**src/hdl/gbi_pkg.sv**
```systemverilog
package gbi_pkg;

    localparam int IDX_W      = 12;
    localparam int FRAC_MAX_W = 16;
    localparam int SAMPLE_W   = 16;
    localparam int OUT_W      = 24;

    localparam logic KIND_WRITE = 1'b0;
    localparam logic KIND_QUERY = 1'b1;

    localparam logic REG_GRID_WIDTH  = 1'b0;
    localparam logic REG_GRID_HEIGHT = 1'b1;

    typedef struct packed {
        logic                        is_query;
        logic [IDX_W-1:0]            col0;
        logic [IDX_W-1:0]            col1;
        logic [IDX_W-1:0]            row0;
        logic [IDX_W-1:0]            row1;
        logic [FRAC_MAX_W-1:0]       fx;
        logic [FRAC_MAX_W-1:0]       fy;
        logic signed [SAMPLE_W-1:0]  sample;
    } gbi_item_t;

    typedef enum logic {
        PH_ROW0,
        PH_ROW1
    } gbi_phase_t;

endpackage

```
**src/hdl/gbi_fifo.sv**
```systemverilog
module gbi_fifo
    import gbi_pkg::*;
(
    input  logic      aclk,
    input  logic      aresetn,
    input  logic      push,
    input  gbi_item_t item_in,
    output logic      full,
    input  logic      pop,
    output gbi_item_t item_out,
    output logic      empty
);

    gbi_item_t  entry_reg [2];
    logic       wr_ptr_reg;
    logic       wr_ptr_next;
    logic       rd_ptr_reg;
    logic       rd_ptr_next;
    logic [1:0] count_reg;
    logic [1:0] count_next;

    assign full     = (count_reg == 2'd2);
    assign empty    = (count_reg == 2'd0);
    assign item_out = entry_reg[rd_ptr_reg];

    always_comb begin
        wr_ptr_next = push ? !wr_ptr_reg : wr_ptr_reg;
        rd_ptr_next = pop ? !rd_ptr_reg : rd_ptr_reg;
        count_next  = count_reg;
        if (push && !pop) begin
            count_next = count_reg + 2'd1;
        end else if (pop && !push) begin
            count_next = count_reg - 2'd1;
        end
    end

    always_ff @(posedge aclk) begin
        if (!aresetn) begin
            wr_ptr_reg <= 1'b0;
            rd_ptr_reg <= 1'b0;
            count_reg  <= 2'd0;
        end else begin
            wr_ptr_reg <= wr_ptr_next;
            rd_ptr_reg <= rd_ptr_next;
            count_reg  <= count_next;
        end
    end

    always_ff @(posedge aclk) begin
        if (push) begin
            entry_reg[wr_ptr_reg] <= item_in;
        end
    end

endmodule

```
**config.mk**
```make
export PLATFORM = sky130hd
export DESIGN_NAME = gbi_fifo
export DESIGN_NICKNAME = d
export VERILOG_FILES = /design/src/hdl/gbi_pkg.sv /design/src/hdl/gbi_fifo.sv
export SDC_FILE = /design/constraint.sdc
export NUM_CORES = 1
export LEC_CHECK = 0
export BUFFER_PORTS_ARGS = -buffer_cell sky130_fd_sc_hd__buf_2
export CAP_MARGIN = 5
export CELL_PAD_IN_SITES_DETAIL_PLACEMENT = 0
export CELL_PAD_IN_SITES_GLOBAL_PLACEMENT = 2
export CORE_ASPECT_RATIO = 0.7
export CORE_MARGIN = 2
export CORE_UTILIZATION = 35
export CTS_BUF_LIST = sky130_fd_sc_hd__clkbuf_4 sky130_fd_sc_hd__clkbuf_8
export CTS_CLUSTER_SIZE = 8
export DETAILED_ROUTE_END_ITERATION = 16
export GPL_ROUTABILITY_DRIVEN = 0
export MAX_ROUTING_LAYER = met4
export PLACE_DENSITY = 0.73
export SETUP_SLACK_MARGIN = 0.02
export SLEW_MARGIN = 25
export SYNTH_ARGS = -nofsm -noshare
export SYNTH_HDL_FRONTEND = slang
export SYNTH_SLANG_ARGS = --single-unit
```
**constraint.sdc**
```tcl
create_clock -name aclk -period 10.9 [get_ports aclk]
set_input_delay 1.635 -clock aclk [delete_from_list [all_inputs] [get_ports aclk]]
set_output_delay 1.635 -clock aclk [all_outputs]
set_load 0.03 [all_outputs]
```
==> impl_metrics.py <==
metrics = {
    "yosys": {
        "synth_edf_count": 194,
        "synth_simple_gate_area_frac": 0.007337,
        "synth_top_family_by_area": "multiplexers",
        "synthArstFlopShare": 0,
        "yosys_most_used_dff": "edfxtp_1",
        "syn_inst": 324,
        "ys_warn_count": 0,
        "synth_adder_area_share": 0.001706,
        "synthXorXnorAreaFrac": 0.003583,
        "syn_avg_cell_area_um2": 22.63,
        "syn_area_um2": 7333,
        "synth-seq-area-share": 0.8081,
        "synth_fp_nets": 426,
        "synthMuxAreaShare": 0.1643,
        "ys_ff_latch": 199,
        "synth.distinct_cells": 17,
        "synth_compound_area_frac": 0.002730,
    },
    "worst_setup_path": {
        "slowest_delay_ns": 0.78,
        "r2r_slack_ns": 8.77,
        "end_kind": "output port",
        "r2r-start": "wr_ptr_reg$_SDFFE_PN0P_",
        "worstPathCellList": "buf_4, mux2_2, buf_2",
        "worstRegToRegCells": 2,
        "cp.required_ns": 9.27,
        "r2r_end": "entry_reg[1][7]$_DFFE_PP_",
        "cp-start-kind": "flop",
        "worstSetupPathType": "flop to output port",
        "cp_top_family": "buffers and inverters",
        "path_max_fanout": 58,
        "slowest_stage": "dfxtp_4",
        "crit_arrival_ns": 2.72,
        "crit_buf_inv": 2,
    },
    "routing": {
        "drt_wl_total_um": 13930,
        "vias": 3665,
        "vias_per_cell": 4.426,
        "firstDrtPassIters": 4,
        "wl_per_cell_um": 16.83,
        "drc": 0,
        "antenna_left": 0,
        "first_iter_violations": 265,
    },
    "run_status": {
        "status": "completed",
    },
    "clock_tree": {
        "cts_hold_buf": 0,
        "cts_root_buf": "clkbuf_8",
        "htree_levels": 4,
        "clock_path_buffers": 2,
        "cts.sinks": 199,
        "path_clk_slew_ns": 0.10,
        "cts_made_buffers": 17,
        "post_cts_buffers": 0,
        "tritoncts": "built",
        "clkLatencyLatePin_ns": 0.45,
        "cts_resized": 0,
    },
    "final_layout": {
        "nets": 637,
        "fill_cells": 1855,
        "stdcell_area_um2": 9050,
        "syn2layout_area_growth_pct": 23.41,
        "drive_gt1_frac": 0.6095,
        "largest_register_ffs": 194,
    },
    "sta": {
        "setup_tns_ns": 0,
        "hold_viol": 0,
        "max-slew-margin-rel": 0.4468,
        "worst_slew_pin_slew_ns": 0.8298,
        "finalMaxSlewViolations": 0,
        "fin_crit_sh": 0.3996,
        "rsz0062_at_grt": "no",
        "fin_crit_ns": 4.356,
        "max_freq_ghz": 0.2296,
        "clock_skew_ns": 0.01091,
        "finalSetupViolCount": 0,
    },
    "hold_path": {
        "worstHoldStart": "count_reg[1]$_SDFFE_PN0P_",
        "holdCritPathClass": "flop to flop",
        "hold-path-endpoint": "count_reg[1]$_SDFFE_PN0P_",
        "hold_path_depth": 2,
    },
    "placed_design": {
        "io_buffer_count": 199,
        "place_area_um2": 8632,
        "dpl.hpwl_um": 9273,
    },
    "pwr": {
        "power_leakage_nw": 3.402,
        "ir_worst_vdd_v": 0.00007814,
        "swShare": 0.2633,
        "seqPwrFrac": 0.559,
        "pwr-share-comb": 0.144,
        "p_switching_uw": 423.0,
        "powerDensity_nw_per_um2": 177.5,
        "p_int_mw": 1.184,
        "pwr-share-clk": 0.297,
    },
    "grt": {
        "grt_pass1_vias": 4011,
        "grtUsageTotal": 0.1318,
        "grt_pass1_wl_um": 21140,
        "grt_max_degree": 59,
        "antenna_found_initial": 4,
        "grt-ovfl-total": 0,
    },
    "job": {
        "maxCapViolations": 0,
    },
    "floorplanning": {
        "rows": 44,
        "die_h_um": 125.1,
        "core_um2": 20640,
        "start_util": 0.3552,
        "io_pins": 200,
        "die_area_um2": 22140,
        "chipWidth_um": 177.0,
    },
}
[layer usage]
metal	GRT usage	share of wire
met1	0.1672	0.47
met2	0.1948	0.44
met3	0.04532	0.083
met4	0.05105	0.015
met5	-	0
[Yosys cell counts, drive strengths merged, types with 2 or more instances]
master	n	area share
edfxtp	194	0.79
mux2	97	0.16
buf	11	0.012
dfxtp	5	0.014
and2	4	0.0034
nor2b	3	0.0026
xor2	2	0.0024
[worst max-delay path by stage]
stage	from	end	slack, ns	depth (start not counted)
global route	flop	item_out[7]	6.38	3
detailed placement	flop	item_out[7]	7.00	3
floorplan	push	entry_reg[0][0]$_DFFE_PP_	4.44	1
CTS	flop	item_out[7]	6.47	3
global placement	flop	item_out[7]	7.04	3
finish	flop	item_out[7]	6.54	3
[worst register-to-register path: cells and delay by family (launching register included)]
kind	cells	cell delay, ns
flip-flops	1	0.40
AND/OR/NAND/NOR	1	0.60
buffers and inverters	1	0.73
[logic make-up after synthesis]
group           count (synthesis)
buf+inv                        12
xor+xnor                        3
compound gates                  3
fa+ha+maj                       1
flops                         199
mux                            97
simple gates                    9
[layout make-up]
class	instances	area, um^2	share of cell area
sequential	199	5929	0.6552
multi-input combinational	113	1328	0.1467
timing repair buffer	203	1026	0.1134
tap	276	345.3	0.03816
clock buffer	18	241.5	0.02668
clock inverter	14	166.4	0.01839
antenna	4	10.01	0.001106
inverter	1	3.754	0.0004148
[stage by stage]
stage          setup slack (ns)  utilization  power, mW  cells  hold slack, ns
2_1_floorplan             4.444            -      1.080    324          0.4656
3_3_place_gp              7.038       0.4181      1.146    792          0.4782
3_5_place_dp              6.999       0.4181      1.151    792          0.5089
4_1_cts                   6.467       0.4379      1.631    824          0.5307
5_1_grt                   6.380       0.4384      1.673    828          0.5708
6_report                  6.544       0.4384      1.607    828          0.5219
[power by group through the flow]
stage | Clock, mW | Sequential [mW] | Combinational [mW]
after floorplan | 0 | 0.912 | 0.168
after global placement | 0 | 0.915 | 0.230
after detailed placement | 0 | 0.917 | 0.234
after CTS | 0.496 | 0.900 | 0.235
after global routing | 0.524 | 0.903 | 0.246
final | 0.477 | 0.899 | 0.231
[layout by cell type, fill, tap and decap left out]
master	instances
buf_2	199
edfxtp_1	194
mux2_2	67
mux2_4	30
clkbuf_8	17
diode_2	4
inv_8	4
dfxtp_1	4
buf_4	4
and2_1	3
clkinvlp_4	3
xor2_1	2
nor2b_1	2
clkinv_4	2
inv_6	2
bufinv_16	2
inv_1	1
nor2_1	1
and2_4	1
nor2b_4	1
xnor2_1	1
o21a_1	1
o21ai_0	1
or3_1	1
a21boi_1	1
ha_1	1
dfxtp_4	1
clkbuf_4	1
clkinv_1	1
(Power assumes the default switching activity.)
