==> src/hdl/gbi_pkg.sv <==
package gbi_pkg;

    localparam int IDX_W      = 12;
    localparam int FRAC_MAX_W = 16;
    localparam int SAMPLE_W   = 16;
    localparam int OUT_W      = 24;

    localparam logic KIND_WRITE = 1'b0;
    localparam logic KIND_QUERY = 1'b1;

    localparam logic REG_GRID_WIDTH  = 1'b0;
    localparam logic REG_GRID_HEIGHT = 1'b1;

    typedef struct packed {
        logic                        is_query;
        logic [IDX_W-1:0]            col0;
        logic [IDX_W-1:0]            col1;
        logic [IDX_W-1:0]            row0;
        logic [IDX_W-1:0]            row1;
        logic [FRAC_MAX_W-1:0]       fx;
        logic [FRAC_MAX_W-1:0]       fy;
        logic signed [SAMPLE_W-1:0]  sample;
    } gbi_item_t;

    typedef enum logic {
        PH_ROW0,
        PH_ROW1
    } gbi_phase_t;

endpackage

==> src/hdl/gbi_front.sv <==
module gbi_front
    import gbi_pkg::*;
#(
    parameter int MAX_COLS  = 256,
    parameter int MAX_ROWS  = 256,
    parameter int FRAC_BITS = 8
) (
    input  logic                          s_tvalid,
    output logic                          s_tready,
    input  logic [63:0]                   s_tdata,   // write_col, write_row, sample_height, x_pos, y_pos
    input  logic                          s_tuser,   // kind
    input  logic [$clog2(MAX_COLS)-1:0]   last_col,
    input  logic [$clog2(MAX_ROWS)-1:0]   last_row,
    input  logic                          q_full,
    output logic                          q_push,
    output gbi_item_t                     q_item
);

    localparam int CW = $clog2(MAX_COLS);
    localparam int RW = $clog2(MAX_ROWS);

    logic [7:0]          write_col;
    logic [7:0]          write_row;
    logic [15:0]         sample_height;
    logic [15:0]         x_pos;
    logic [15:0]         y_pos;
    logic                is_query;
    logic [16:0]         x_int;
    logic [16:0]         y_int;
    logic                at_col;
    logic                at_row;
    logic [CW-1:0]       col0;
    logic [CW-1:0]       col1;
    logic [RW-1:0]       row0;
    logic [RW-1:0]       row1;
    logic [FRAC_BITS-1:0] fx;
    logic [FRAC_BITS-1:0] fy;
    logic                in_range;

    assign write_col     = s_tdata[7:0];
    assign write_row     = s_tdata[15:8];
    assign sample_height = s_tdata[31:16];
    assign x_pos         = s_tdata[47:32];
    assign y_pos         = s_tdata[63:48];
    assign is_query      = (s_tuser == KIND_QUERY);

    // clamp integer parts, at the last column or row the fraction drops out
    assign x_int  = {1'b0, x_pos} >> FRAC_BITS;
    assign y_int  = {1'b0, y_pos} >> FRAC_BITS;
    assign at_col = x_int >= 17'(last_col);
    assign at_row = y_int >= 17'(last_row);
    assign col0   = at_col ? last_col : x_int[CW-1:0];
    assign row0   = at_row ? last_row : y_int[RW-1:0];
    assign col1   = at_col ? last_col : CW'(col0 + 1'b1);
    assign row1   = at_row ? last_row : RW'(row0 + 1'b1);
    assign fx     = at_col ? '0 : x_pos[FRAC_BITS-1:0];
    assign fy     = at_row ? '0 : y_pos[FRAC_BITS-1:0];

    assign in_range = (32'(write_col) < MAX_COLS) && (32'(write_row) < MAX_ROWS);

    always_comb begin
        q_item.is_query = is_query;
        q_item.sample   = $signed(sample_height);
        if (is_query) begin
            q_item.col0 = IDX_W'(col0);
            q_item.col1 = IDX_W'(col1);
            q_item.row0 = IDX_W'(row0);
            q_item.row1 = IDX_W'(row1);
            q_item.fx   = FRAC_MAX_W'(fx);
            q_item.fy   = FRAC_MAX_W'(fy);
        end else begin
            q_item.col0 = IDX_W'(write_col);
            q_item.col1 = IDX_W'(write_col);
            q_item.row0 = IDX_W'(write_row);
            q_item.row1 = IDX_W'(write_row);
            q_item.fx   = '0;
            q_item.fy   = '0;
        end
    end

    assign s_tready = !q_full;
    assign q_push   = s_tvalid && !q_full && (is_query || in_range);

endmodule

==> config.mk <==
export PLATFORM = sky130hd
export DESIGN_NAME = gbi_front
export DESIGN_NICKNAME = d
export VERILOG_FILES = /design/src/hdl/gbi_pkg.sv /design/src/hdl/gbi_front.sv
export SDC_FILE = /design/constraint.sdc
export NUM_CORES = 1
export LEC_CHECK = 0
export BUFFER_PORTS_ARGS = -buffer_cell sky130_fd_sc_hd__buf_2
export CAP_MARGIN = 15
export CORE_ASPECT_RATIO = 0.8
export CORE_MARGIN = 8
export CORE_UTILIZATION = 38
export DETAILED_ROUTE_END_ITERATION = 10
export GPL_TIMING_DRIVEN = 0
export PLACE_DENSITY = 0.9
export SLEW_MARGIN = 25
export SYNTH_ARGS = -nofsm -noshare
export SYNTH_HDL_FRONTEND = slang
export SYNTH_SLANG_ARGS = --single-unit
==> constraint.sdc <==
create_clock -name vclk -period 3.9
set_clock_uncertainty 0.15 [all_clocks]
set_input_delay 0.39 -clock vclk [all_inputs]
set_output_delay 0.39 -clock vclk [all_outputs]
set_load 0.005 [all_outputs]
==> results.txt, run 1 <==
Outcome - completed
Data required time of the critical path - 3.36 ns
Total vias in the final route - 2398
Element type at the critical path start - input port
Effective utilization at floorplan - 0.390
Final Non-Filler Cells - 476
HPWL Detailed - 6650 um
Detailed-route wire length - 7500 um
Switching part of the total power - 0.508
Final hold vios - 0
Synth-to-Final Area Change - 48.9%
Final setup TNS - 0 ns
Diode insertion count for antenna repair - 0
Synthesized area per cell - 7.02 um2
Number of rows in the core area - 22
First-pass GRT wire length - 11700 um
Measured slew at the worst slew-check pin - 0.606 ns
Nature of the critical path endpoint - output port
Total routing resource utilization after global routing - 0.192
Area used by sequential logic in the layout - 0 um2
Height of the die - 76.9 um
Static Leakage - 0.00162 uW
Post-route DRC violation count - 0
Max_slew headroom - 0.596
Number of primary I/O pins - 182
Initial DRT Pass Iterations - 4
Util after Layout - 0.581
Buf+Inv Stages, Crit Path - 3
Min cycle time layout - 3.67 ns
Pins Over Slew Limit - 0
Via density per instance - 5.04
Number of gates given a new drive strength after cts - 0
Power per cell area - 135 nW/um2
Clock buffer count - 0
Largest net degree at the start of global routing - 11
Final estimated routing congestion in global placement - 0.900
Post-synthesis sequential area ratio - 0
Hold WS - 0.798 ns
NumNets Final - 519
Highest achievable clock rate - 0.273 GHz
Fin area - 2620 um2
Routed len/inst - 15.7 um
Via count of the first global-routing pass - 2344
Worst-case vdd ir drop - 70.5 uV
Horiz. Die Dim - 92.1 um
Post-synth top area share - 0.213
Max FO, Critical Path - 4
Period utilization - 0.940
Sequential cell fraction of total power - 0
Syn Std Cell Area - 1760 um2
Post-CTS Hold Fix Bufs - 0
Post-CTS repair timing setup buffer count - 0
Share of power burned in combinational logic - 1.000
Top delay family on crit path - compound AO/OA/AOI/OAI gates
Most instantiated library cell after synthesis - buf_4
Residual antenna-violating net count after detailed routing - 0
Count of sequential standard cells - 0
Cells traversed along the worst timing path - buf_2, inv_1, ha_1, nand2b_4, a2111oi_4, o311a_1, mux2_1, ha_1, and3_1, xnor2_1, nor2_1, a221o_1, buf_2
Number of distinct library cells after synthesis - 43
Leftover overflow at the end of global routing - 0
Core box area - 4510 um2
Setup violators final - 0
RSZ-0062 raised after global routing - no
Total cell area at the placement stage - 2620 um2
Top cells by area, synth - buf_4 (21%), ha_1 (13%), nand3_1 (8.0%)
Count of yosys warnings during synthesis - 0
Crit path DAT - 3.13 ns
Max capacitance violation total - 0
Fraction of layout instances using a drive strength above 1 - 0.474
Placed instance count - 476
Critical-path cell with the highest stage delay - a2111oi_4
First-iteration detailed-routing DRC count - 140
Number of antenna violations at the first check in global routing - 0
Internal cell power - 174 uW
Class of the most critical hold timing path - in2out
Clock power share - 0
Switching power summed over all nets - 180 uW
Commonest cells in the synthesized netlist - buf_4 (50), nand3_1 (28), and3_1 (21)
Largest area contributor in the netlist - buf_4
Worst Setup Path Type - in2out
Die area - 7080 um2
Gate count of the mapped netlist - 251
IO Port Bufs - 134
Largest incremental delay on the critical path - 0.40 ns
## cells by family after synthesis
family / share of synthesized area
AND/OR/NAND/NOR: 0.266
buffers and inverters: 0.282
AO/OA/AOI/OAI: 0.228
adder cells (fa/ha/maj): 0.128
XOR/XNOR: 0.0497
multiplexers: 0.0440
other: 0.00213
## power by group through the flow
stage	Combinational [uW]	Sequential [uW]	Clock, uW
finish	354	0	0
floorplan	208	0	0
global route	389	0	0
CTS	352	0	0
detailed placement	350	0	0
global placement	342	0	0
## cell type report
| type | instances | area [um2] |
|---|---|---|
| plain buffers | 62 | 425 |
| fillers | 439 | 1890 |
| inverters | 19 | 71.3 |
| multi-input cells | 201 | 1380 |
| well taps | 60 | 75.1 |
| repair buffers | 134 | 671 |
## per-layer routing
layer | part of all wire | wire length, um | track usage | vias to the layer above
met4 | 0.011 | 84 | 0.0225 | 0
met5 | 0 | 0 | 0 | -
met1 | 0.40 | 3000 | 0.225 | 1099
met2 | 0.49 | 3710 | 0.351 | 131
li1 | - | - | - | 1162
met3 | 0.093 | 698 | 0.0438 | 6
## through the flow
step | setup slack [ns] | power [uW]
after global placement | 0.301 | 342
after detailed placement | 0.260 | 350
after floorplan | 0.719 | 208
after CTS | 0.254 | 352
final | 0.235 | 354
after global routing | 0.103 | 389
## layout by cell type, fill, tap and decap left out, drive strengths merged
cell type	netlist	routed
ha	18	18
o31ai	1	1
o31a	1	1
nor3	2	2
a21bo	1	1
nand3	28	28
mux2	3	3
xor2	4	4
o21a	2	2
conb	1	32
and3	21	21
buf	55	189
a21o	2	2
a221o	2	2
or4	1	1
a31oi	1	1
a21oi	8	8
or3	2	2
and4	2	2
o21ai	6	6
clkbuf	7	7
xnor2	6	6
nor2b	1	1
o311ai	16	16
a211o	2	2
nor2	7	7
a2111oi	1	1
o311a	1	1
mux2i	4	4
nand4	2	2
nand2	19	19
nand2b	2	2
o21ba	2	2
or4b	1	1
inv	19	19
## worst paths after layout
kind / from / to / slack [ns] / cells after the start
min: s_tdata[25] / q_item[9] / 0.80 / 2
max: s_tdata[56] / q_item[52] / 0.23 / 13
Note: power is estimated with default switching activity, not from simulation.
==> inputs of run 2 (changes only) <==
--- a/config.mk
+++ b/config.mk
@@ -7,7 +7,7 @@
 export LEC_CHECK = 0
 export BUFFER_PORTS_ARGS = -buffer_cell sky130_fd_sc_hd__buf_2
 export CAP_MARGIN = 15
-export CORE_ASPECT_RATIO = 0.8
+export CORE_ASPECT_RATIO = 0.6
 export CORE_MARGIN = 8
 export CORE_UTILIZATION = 38
 export DETAILED_ROUTE_END_ITERATION = 10
@@ -17,3 +17,4 @@
 export SYNTH_ARGS = -nofsm -noshare
 export SYNTH_HDL_FRONTEND = slang
 export SYNTH_SLANG_ARGS = --single-unit
+export TNS_END_PERCENT = 1
==> run 2 against run 1 <==
Against the previous run: non-clock buffer count stayed put; final cell count is 0.63% higher; fmax decreased by 1.4%; count of clock-buffer cells in the layout unchanged; highest routed layer unchanged.
==> results.txt, run 2 (synthesis gave the netlist of run 1 again) <==
Overall power consumption - 356 uW (was 354 uW)
Crit path DAT - 3.18 ns (was 3.13 ns)
Final setup TNS - 0 ns (unchanged)
Cells traversed along the worst timing path - buf_2, inv_1, ha_1, nand2b_4, a2111oi_4, o311a_1, mux2_1, ha_1, and3_1, xnor2_1, nor2_1, a221o_1, buf_2 (unchanged)
Static Leakage - 0.00162 uW (unchanged)
Number of primary I/O pins - 182 (unchanged)
Outcome - completed (unchanged)
NumNets Final - 519 (unchanged)
Clock buffer count - 0 (unchanged)
Count of sequential standard cells - 0 (unchanged)
Period utilization - 0.953 (was 0.940)
Horiz. Die Dim - 104 um (was 92.1 um)
Leftover overflow at the end of global routing - 0 (unchanged)
Number of antenna violations at the first check in global routing - 0 (unchanged)
Total vias in the final route - 2390 (was 2398)
Class of the most critical hold timing path - in2out (unchanged)
Worst-case vdd ir drop - 76.0 uV (was 70.5 uV)
Measured slew at the worst slew-check pin - 0.601 ns (was 0.606 ns)
Leading cell types in the layout, fill and taps excluded - buf_2 (138), buf_4 (50), conb_1 (32), nand3_1 (28), and3_1 (21) (unchanged)
HPWL Detailed - 6650 um (about the same)
Element type at the critical path start - input port (unchanged)
Total routing resource utilization after global routing - 0.186 (was 0.192)
RSZ-0062 raised after global routing - no (unchanged)
Fin area - 2630 um2 (was 2620 um2)
Via density per instance - 4.99 (was 5.04)
Largest net degree at the start of global routing - 11 (unchanged)
Routed len/inst - 15.7 um (about the same)
Max_slew headroom - 0.599 (was 0.596)
Data required time of the critical path - 3.36 ns (about the same)
Largest incremental delay on the critical path - 0.43 ns (was 0.40 ns)
Final estimated routing congestion in global placement - 0.880 (was 0.900)
Nature of the critical path endpoint - output port (unchanged)
Post-CTS Hold Fix Bufs - 0 (unchanged)
Die area - 7140 um2 (was 7080 um2)
Synth-to-Final Area Change - 49.1% (was 48.9%)
Critical-path cell with the highest stage delay - a2111oi_4 (unchanged)
Fraction of layout instances using a drive strength above 1 - 0.474 (unchanged)
Power per cell area - 136 nW/um2 (was 135 nW/um2)
IO Port Bufs - 134 (unchanged)
Final Non-Filler Cells - 479 (was 476)
Via count of the first global-routing pass - 2238 (was 2344)
Post-route DRC violation count - 0 (unchanged)
Max FO, Critical Path - 4 (unchanged)
Effective utilization at floorplan - 0.390 (about the same)
FILL cells - 453 (was 439)
Total cell area at the placement stage - 2630 um2 (was 2620 um2)
First-pass GRT wire length - 11100 um (was 11700 um)
Pins Over Slew Limit - 0 (unchanged)
Setup violators final - 0 (unchanged)
Final hold vios - 0 (unchanged)
Max capacitance violation total - 0 (unchanged)
Core box area - 4520 um2 (was 4510 um2)
Detailed-route wire length - 7520 um (was 7500 um)
Number of gates given a new drive strength after cts - 0 (unchanged)
Highest achievable clock rate - 0.269 GHz (was 0.273 GHz)
Area used by sequential logic in the layout - 0 um2 (unchanged)
Residual antenna-violating net count after detailed routing - 0 (unchanged)
Post-CTS repair timing setup buffer count - 0 (unchanged)
Initial DRT Pass Iterations - 5 (was 4)
Height of the die - 68.7 um (was 76.9 um)
Diode insertion count for antenna repair - 0 (unchanged)
Placed instance count - 479 (was 476)
Worst Setup Path Type - in2out (unchanged)
Most frequent standard cell in the layout excluding fill and tap cells - buf_2 (unchanged)
First-iteration detailed-routing DRC count - 158 (was 140)
Min cycle time layout - 3.72 ns (was 3.67 ns)
Number of rows in the core area - 19 (was 22)
run 2: cell counts in the layout (fill, tap and decap cells not counted):
Identical to the previous run, type by type.
run 2: final cells by class:
cell class,instances,area (um2),area share
multi-input cells,201,1380,0.526
repair buffers,134,671,0.255
plain buffers,62,425,0.162
well taps,63,78.8,0.0300
inverters,19,71.3,0.0271
run 2: power by group:
| part | switching [uW] | internal (uW) |
|---|---|---|
| logic | 182 | 174 |
| clock network | 0 | 0 |
| registers | 0 | 0 |
| total | 182 | 174 |
run 2: worst paths after layout:
kind	from	endpoint	slack [ns]	cells past startpoint
worst max-delay path	s_tdata[56]	q_item[52]	0.18	13
worst min-delay path	s_tdata[26]	q_item[10]	0.80	2
run 2: stage by stage:
stage                      util  hold slack, ns  worst slack (ns)
after CTS                 0.582           0.801             0.189
after global routing      0.582           0.803            0.0395
after detailed placement  0.582           0.801             0.194
final                     0.582           0.798             0.184
after global placement    0.582           0.800             0.232
after floorplan               -           0.657             0.719
run 2: worst max-delay path, delay by kind of cell:
kind	cells	cell delay, ns
buffers and inverters	3	0.30
AO/OA/AOI/OAI	3	1.05
XOR/XNOR	1	0.14
adder cells (fa/ha/maj)	2	0.52
AND/OR/NAND/NOR	3	0.39
multiplexers	1	0.38
run 2: per-layer routing:
metal,global-route usage,vias to the layer above,part of all wire
li1,-,1160,-
met2,0.316,157,0.45
met1,0.254,1065,0.42
met5,0,-,0
met4,0,0,0.0059
met3,0.0380,8,0.12
==> inputs of run 3 (changes only) <==
--- a/config.mk
+++ b/config.mk
@@ -13,6 +13,7 @@
 export DETAILED_ROUTE_END_ITERATION = 10
 export GPL_TIMING_DRIVEN = 0
 export PLACE_DENSITY = 0.9
+export RECOVER_POWER = 100
 export SLEW_MARGIN = 25
 export SYNTH_ARGS = -nofsm -noshare
 export SYNTH_HDL_FRONTEND = slang
==> run 3 against run 2 <==
Against the previous run: via count down 1.2%; die area unchanged; wire length up 0.20%.
==> results.txt, run 3 (synthesis gave the netlist of run 1 again) <==
Effective utilization at floorplan - 0.390 (unchanged)
Outcome - completed (unchanged)
Diode insertion count for antenna repair - 0 (unchanged)
Detailed-route wire length - 7530 um (was 7520 um)
RSZ-0062 raised after global routing - no (unchanged)
Final estimated routing congestion in global placement - 0.880 (unchanged)
Synth-to-Final Area Change - 45.2% (was 49.1%)
Number of primary I/O pins - 182 (unchanged)
FILL cells - 493 (was 453)
Largest net degree at the start of global routing - 11 (unchanged)
HPWL Detailed - 6650 um (unchanged)
First-iteration detailed-routing DRC count - 137 (was 158)
Residual antenna-violating net count after detailed routing - 0 (unchanged)
Initial DRT Pass Iterations - 4 (was 5)
Most frequent standard cell in the layout excluding fill and tap cells - buf_2 (unchanged)
Post-CTS repair timing setup buffer count - 0 (unchanged)
Power per cell area - 134 nW/um2 (was 136 nW/um2)
Setup violators final - 0 (unchanged)
Fin area - 2560 um2 (was 2630 um2)
Max capacitance violation total - 0 (unchanged)
Die area - 7140 um2 (unchanged)
Leading cell types in the layout, fill and taps excluded - buf_2 (89), clkbuf_1 (56), buf_4 (41), conb_1 (32), nand3_1 (28) (was buf_2 (138), buf_4 (50), conb_1 (32), nand3_1 (28), and3_1 (21))
Max_slew headroom - 0.596 (was 0.599)
Number of rows in the core area - 19 (unchanged)
Worst Setup Path Type - in2out (unchanged)
Pins Over Slew Limit - 0 (unchanged)
Number of gates given a new drive strength after cts - 0 (unchanged)
Data required time of the critical path - 3.36 ns (about the same)
Nature of the critical path endpoint - output port (unchanged)
Final hold vios - 0 (unchanged)
Element type at the critical path start - input port (unchanged)
Number of antenna violations at the first check in global routing - 0 (unchanged)
Count of sequential standard cells - 0 (unchanged)
Crit path DAT - 3.17 ns (was 3.18 ns)
Post-CTS Hold Fix Bufs - 0 (unchanged)
Measured slew at the worst slew-check pin - 0.606 ns (was 0.601 ns)
Total cell area at the placement stage - 2630 um2 (unchanged)
Highest achievable clock rate - 0.270 GHz (was 0.269 GHz)
Post-route DRC violation count - 0 (unchanged)
Class of the most critical hold timing path - in2out (unchanged)
Hold WS - 0.804 ns (was 0.798 ns)
Worst Hold Path Cells - 2 (unchanged)
IO Port Bufs - 134 (unchanged)
Via density per instance - 4.93 (was 4.99)
Max FO, Critical Path - 4 (unchanged)
Horiz. Die Dim - 104 um (unchanged)
Area used by sequential logic in the layout - 0 um2 (unchanged)
Worst setup slack after layout - 0.193 ns (was 0.184 ns)
Min cycle time layout - 3.71 ns (was 3.72 ns)
Via count of the first global-routing pass - 2238 (unchanged)
NumNets Final - 519 (unchanged)
Worst-case vdd ir drop - 74.8 uV (was 76.0 uV)
Total routing resource utilization after global routing - 0.186 (unchanged)
Core box area - 4520 um2 (unchanged)
Fraction of layout instances using a drive strength above 1 - 0.351 (was 0.474)
Static Leakage - 0.00146 uW (was 0.00162 uW)
Pre-CTS WS - 0.194 ns (unchanged)
Total vias in the final route - 2362 (was 2390)
Height of the die - 68.7 um (unchanged)
First-pass GRT wire length - 11100 um (unchanged)
Final setup TNS - 0 ns (unchanged)
Routed len/inst - 15.7 um (about the same)
Period utilization - 0.950 (was 0.953)
Leftover overflow at the end of global routing - 0 (unchanged)
Clock buffer count - 0 (unchanged)
-- run 3: cell count changes in the layout (fill, tap and decap cells not counted), sizes merged --
cell    previous run  this run
buf              189       132
clkbuf             7        64
-- run 3: power by group --
part	switching [uW]	internal [uW]	leakage [uW]
Combinational	183	160	0.00146
Sequential	0	0	0
Clock	0	0	0
-- run 3: routing by layer --
layer | share of wire | wire length (um) | vias to the layer above | track usage
met3 | 0.11 | 802 | 0 | 0.0380
li1 | - | - | 1160 | -
met5 | 0 | 0 | - | 0
met4 | 0 | 0 | 0 | 0
met1 | 0.43 | 3250 | 1064 | 0.254
met2 | 0.46 | 3480 | 138 | 0.316
-- run 3: area by class of cell --
cell class,instances,area [um2],area share
multi-input combinational,201,1380,0.538
buffer,62,418,0.163
inverter,19,71.3,0.0279
tap,63,78.8,0.0308
timing repair buffer,134,613,0.240
-- run 3: final timing paths --
check | startpoint | slack (ns) | end
max | s_tdata[56] | 0.19 | q_item[52]
min | s_tdata[21] | 0.80 | q_item[5]
-- run 3: worst max-delay path: stages --
cell and delay, ns:
buf_2 0.11, inv_1 0.06, ha_1 0.28, nand2b_4 0.15, a2111oi_4 0.43, o311a_1 0.29, mux2_1 0.38, ha_1 0.24
and3_1 0.19, xnor2_1 0.14, nor2_1 0.06, a221o_1 0.34, clkbuf_1 0.11
-- run 3: through the flow --
step	power (uW)	instances	utilization
after floorplan	208	282	-
after global placement	343	479	0.582
after detailed placement	351	479	0.582
after CTS	352	479	0.582
after global routing	378	479	0.566
final	342	479	0.566
